[src/hw/rtl/bfa_pkg.sv]
// shared constants, types and the find result struct for the bitmap frame allocator
// no dependencies; used by bfa_lsb_find and bitmap_frame_allocator_unit

package bfa_pkg;

   localparam int ADDR_BITS       = 32;
   localparam int FRAME_BYTES     = 4096;
   localparam int FRAME_SHIFT     = 12;
   localparam int FRAME_LIMIT     = 32768;
   localparam int MAP_WORD_BITS   = 32;
   localparam int BIT_SEL_BITS    = 5;
   localparam int MAP_WORDS       = FRAME_LIMIT / MAP_WORD_BITS;
   localparam int WORD_ADDR_BITS  = 10;
   localparam int GROUP_BITS      = WORD_ADDR_BITS - BIT_SEL_BITS;
   localparam int GROUPS          = MAP_WORDS / MAP_WORD_BITS;
   localparam int FRAME_IDX_BITS  = WORD_ADDR_BITS + BIT_SEL_BITS;
   localparam int COUNT_BITS      = 16;
   localparam int REQ_IDX_BITS    = ADDR_BITS - FRAME_SHIFT;

   localparam int CSR_INDEX_BITS  = 2;
   localparam int CSR_DATA_BITS   = 32;
   localparam logic [CSR_INDEX_BITS-1:0] CSR_MEMORY_SIZE  = 2'd0;
   localparam logic [CSR_INDEX_BITS-1:0] CSR_RESERVED_END = 2'd1;

   localparam logic [ADDR_BITS-1:0] MEMORY_SIZE_RESET  = 32'd134217728;
   localparam logic [ADDR_BITS-1:0] RESERVED_END_RESET = 32'd0;

   localparam logic OP_ALLOC = 1'b0;
   localparam logic OP_FREE  = 1'b1;

   typedef logic [MAP_WORD_BITS-1:0] map_word_type;

   typedef struct packed {
      logic                    found;
      logic [BIT_SEL_BITS-1:0] index;
   } find_result_type;

endpackage

[src/hw/rtl/bfa_lsb_find.sv]
// lowest-set-bit finder over one map word, the shared search unit of the allocator
// depends on bfa_pkg

module bfa_lsb_find (
   input  bfa_pkg::map_word_type    vec,
   output bfa_pkg::find_result_type result
);

   always_comb begin
      result.found = |vec;
      result.index = '0;
      for (int i = bfa_pkg::MAP_WORD_BITS - 1; i >= 0; i--) begin
         if (vec[i]) begin
            result.index = bfa_pkg::BIT_SEL_BITS'(i);
         end
      end
   end

endmodule

[config.mk]
export PLATFORM = sky130hd
export DESIGN_NAME = bfa_lsb_find
export DESIGN_NICKNAME = d
export VERILOG_FILES = /design/src/hw/rtl/bfa_pkg.sv /design/src/hw/rtl/bfa_lsb_find.sv
export SDC_FILE = /design/constraint.sdc
export NUM_CORES = 1
export LEC_CHECK = 0
export BUFFER_PORTS_ARGS = -buffer_cell sky130_fd_sc_hd__buf_2
export CAP_MARGIN = 25
export CORE_AREA = 5 5 42 44
export DETAILED_ROUTE_END_ITERATION = 6
export DIE_AREA = 0 0 47 49
export PLACE_DENSITY_LB_ADDON = 0.15
export RECOVER_POWER = 100
export SLEW_MARGIN = 20
export SYNTH_ARGS = -nofsm -noshare
export SYNTH_HDL_FRONTEND = slang
export SYNTH_SLANG_ARGS = --single-unit
[constraint.sdc]
create_clock -name vclk -period 1.5
set_clock_uncertainty 0.2 [all_clocks]
set_input_delay 0.3 -clock vclk [all_inputs]
set_output_delay 0.3 -clock vclk [all_outputs]
set_load 0.03 [all_outputs]
==> metrics.csv <==
stage,metric,value,unit
power,combinational cell fraction of total power,1.000,
synthesis,synth unique cells,24,
die,Row Count,14,
timing,max-slew violations,0,
setup_path,Required @ worst endpoint,1.00,ns
cells_and_area,register area,0,sq um
global_routing,gr ovfl total,0,
route,"antenna viol nets, final",0,
setup_path,Worst Setup Path Type,input pin to primary output,
job,Max Cap Viol,0,
power,switching share of power,0.467,
synthesis,cells after synthesis,65,
cells_and_area,post-route insts no fill,144,
power,cell-internal power,114,uW
placed_design,placed insts,144,
status,status,"complete, but fails checks",
timing,f_max,0.480,GHz
cells_and_area,multi-input logic area,493,sq um
route,DR iter-0 viols,7,
global_routing,first-pass GRT wire length,2840,um
placed_design,dpl ws,-0.586,ns
setup_path,critical-path cell list,buf_8 > nor3b_2 > nor3_2 > o31ai_2 > o2111ai_2 > a221oi_4 > buf_6,
setup_path,Worst path max stage delay,0.29,ns
cells_and_area,Seq cells,0,
die,Ports,38,
synthesis,Synth Net Count,97,
timing,final worst slack,-0.582,ns
global_routing,largest net degree at the start of global routing,6,
cells_and_area,Area Growth Syn to Fin,155,%
setup_path,Worst EP arrival,1.58,ns
route,First-pass DRT Iterations,4,
power,Sequential Power Share,0,
cells_and_area,clkbuf count,0,
synthesis,Mean Syn Cell Area,5.93,sq um
power,clock power share,0,
die,Die H,49,um
power,P_leak,0.443,nW
die,Core Area,1400,sq um
setup_path,CP Launch Type,input pin,
timing,period utilization,1.39,
global_routing,vias in the first global route,701,
placed_design,Post-DP HPWL,1490,um
timing,WHS,0.769,ns
synthesis,fraction of the yosys area taken by sequential cells,0,
power,PD cells,218,nW/um^2
cells_and_area,Layout Nets,162,
global_routing,initial antenna violation count,0,
placed_design,cell area after placement,811,sq um
placed_design,Port Buf Inserts,38,
timing,worst slew pin tran,0.394,ns
cells_and_area,fill cell count,123,
synthesis,synthesized area,385,sq um
cells_and_area,Final Cell Area,982,sq um
route,Routed wire per std cell,12.1,um
cells_and_area,ant diodes,0,
cells_and_area,Final Core Density,0.701,
timing,Fin Setup TNS,-2.87,ns
die,Die X,47,um
timing,Tmin final,2.08,ns
route,Routed WL,1750,um
synthesis,Yosys Warn Count,0,
setup_path,critical path endpoint category,primary output,
power,total power,214,uW
hold_path,Min-Delay Path Class,input pin to primary output,
timing,Max transition margin,0.737,
status,failing checks,negative setup slack,
setup_path,CP max FO,4,
setup_path,slowest CP cell,a221oi_4,
cells_and_area,layout cells sized above 1,0.672,
route,DRC,0,
timing,final setup fails,6,
route,via density per instance,5.08,
global_routing,Overall Global Routing Usage,0.156,
power,maximum VDD drop,124,uV
route,vias post-DR,732,
placed_design,GP Congestion,0.764,
power,switching pwr,100,uW
die,starting density of the core,0.275,
die,total die area,2300,sq um
timing,Final Hold Fails,0,
timing,RSZ-0062 raised after global routing,true,
[worst max-delay path, delay by kind of cell]
| kind | cells | cell delay, ns |
|---|---|---|
| AO/OA/AOI/OAI | 3 | 0.77 |
| AND/OR/NAND/NOR | 2 | 0.25 |
| buffers and inverters | 2 | 0.27 |
[path summary, 6_finish.rpt]
path | from | endpoint | slack, ns | cells after the start
worst max-delay path | vec[28] | result[0] | -0.58 | 7
worst min-delay path | vec[0] | result[0] | 0.77 | 4
[cell usage after synthesis]
| master | count | share of area |
|---|---|---|
| o21a_1 | 1 | 0.019 |
| a2111oi_0 | 2 | 0.045 |
| a211oi_1 | 1 | 0.019 |
| or4_4 | 2 | 0.058 |
| nor4_1 | 7 | 0.11 |
| nor2b_1 | 1 | 0.016 |
| a21boi_2 | 1 | 0.029 |
| inv_1 | 6 | 0.058 |
| o21ai_1 | 1 | 0.013 |
| a221oi_1 | 1 | 0.023 |
| o21ai_0 | 2 | 0.026 |
| nor2_1 | 10 | 0.097 |
| nor3_2 | 2 | 0.052 |
| nand4_1 | 1 | 0.016 |
| or4_1 | 2 | 0.039 |
| o2111ai_1 | 1 | 0.023 |
| o31ai_1 | 4 | 0.078 |
| a21oi_1 | 7 | 0.091 |
| nand2_1 | 3 | 0.029 |
| a21o_1 | 1 | 0.019 |
| nor3b_1 | 2 | 0.039 |
| nor3_1 | 5 | 0.065 |
| nand3_1 | 1 | 0.013 |
| and2_1 | 1 | 0.016 |
[power by group through the flow]
stage / Combinational, mW / Sequential [mW] / Clock, mW
2_1_floorplan: 0.0528 / 0 / 0
3_3_place_gp: 0.175 / 0 / 0
3_5_place_dp: 0.178 / 0 / 0
4_1_cts: 0.192 / 0 / 0
5_1_grt: 0.234 / 0 / 0
6_report: 0.214 / 0 / 0
[placed cells by master, fill, tap and decap left out, types with 2 or more instances in the layout]
cell       Yosys  routed
a2111oi_1      0       2
a21oi_1        7       5
a21oi_2        0       2
buf_2          0      27
buf_4          0      26
buf_6          0       9
inv_1          6       6
nand2_1        3       2
nor2_1        10       9
nor3_1         5       4
nor3_2         2       2
nor3b_2        0       2
nor4_1         7       2
nor4_2         0       3
nor4_4         0       2
o21ai_0        2       2
o31ai_1        4       3
or4_1          2       2
or4_4          2       2
[what timing repair did]
| action | CTS | global route |
|---|---|---|
| hold endpoints to repair | 0 | 0 |
| resized for setup | 17 | 22 |
| hold buffers | 0 | 0 |
| buffers inserted | 0 | 0 |
| setup endpoints to repair | 6 | 6 |
| pin swaps | 6 | 13 |
[cell families (layout without fill, tap and decap cells)]
| kind of cell | Yosys count | in the layout | share of synthesized area |
|---|---|---|---|
| simple gates | 37 | 37 | 0.555 |
| compound gates | 22 | 22 | 0.386 |
| buf+inv | 6 | 69 | 0.0584 |
[metal layers]
layer / part of all wire / track usage / vias to the layer above
met3: 0.041 / 0.00738 / 0
met1: 0.40 / 0.207 / 331
li1: - / - / 388
met4: 0 / 0 / 0
met2: 0.56 / 0.283 / 13
met5: 0 / 0 / -
[final cells by class]
class | count | share of cell area
Inverter | 6 | 0.0229
Multi-Input combinational cell | 59 | 0.502
Tap cell | 16 | 0.0204
Timing Repair Buffer | 63 | 0.455
Power figures use the tool's default switching activity.
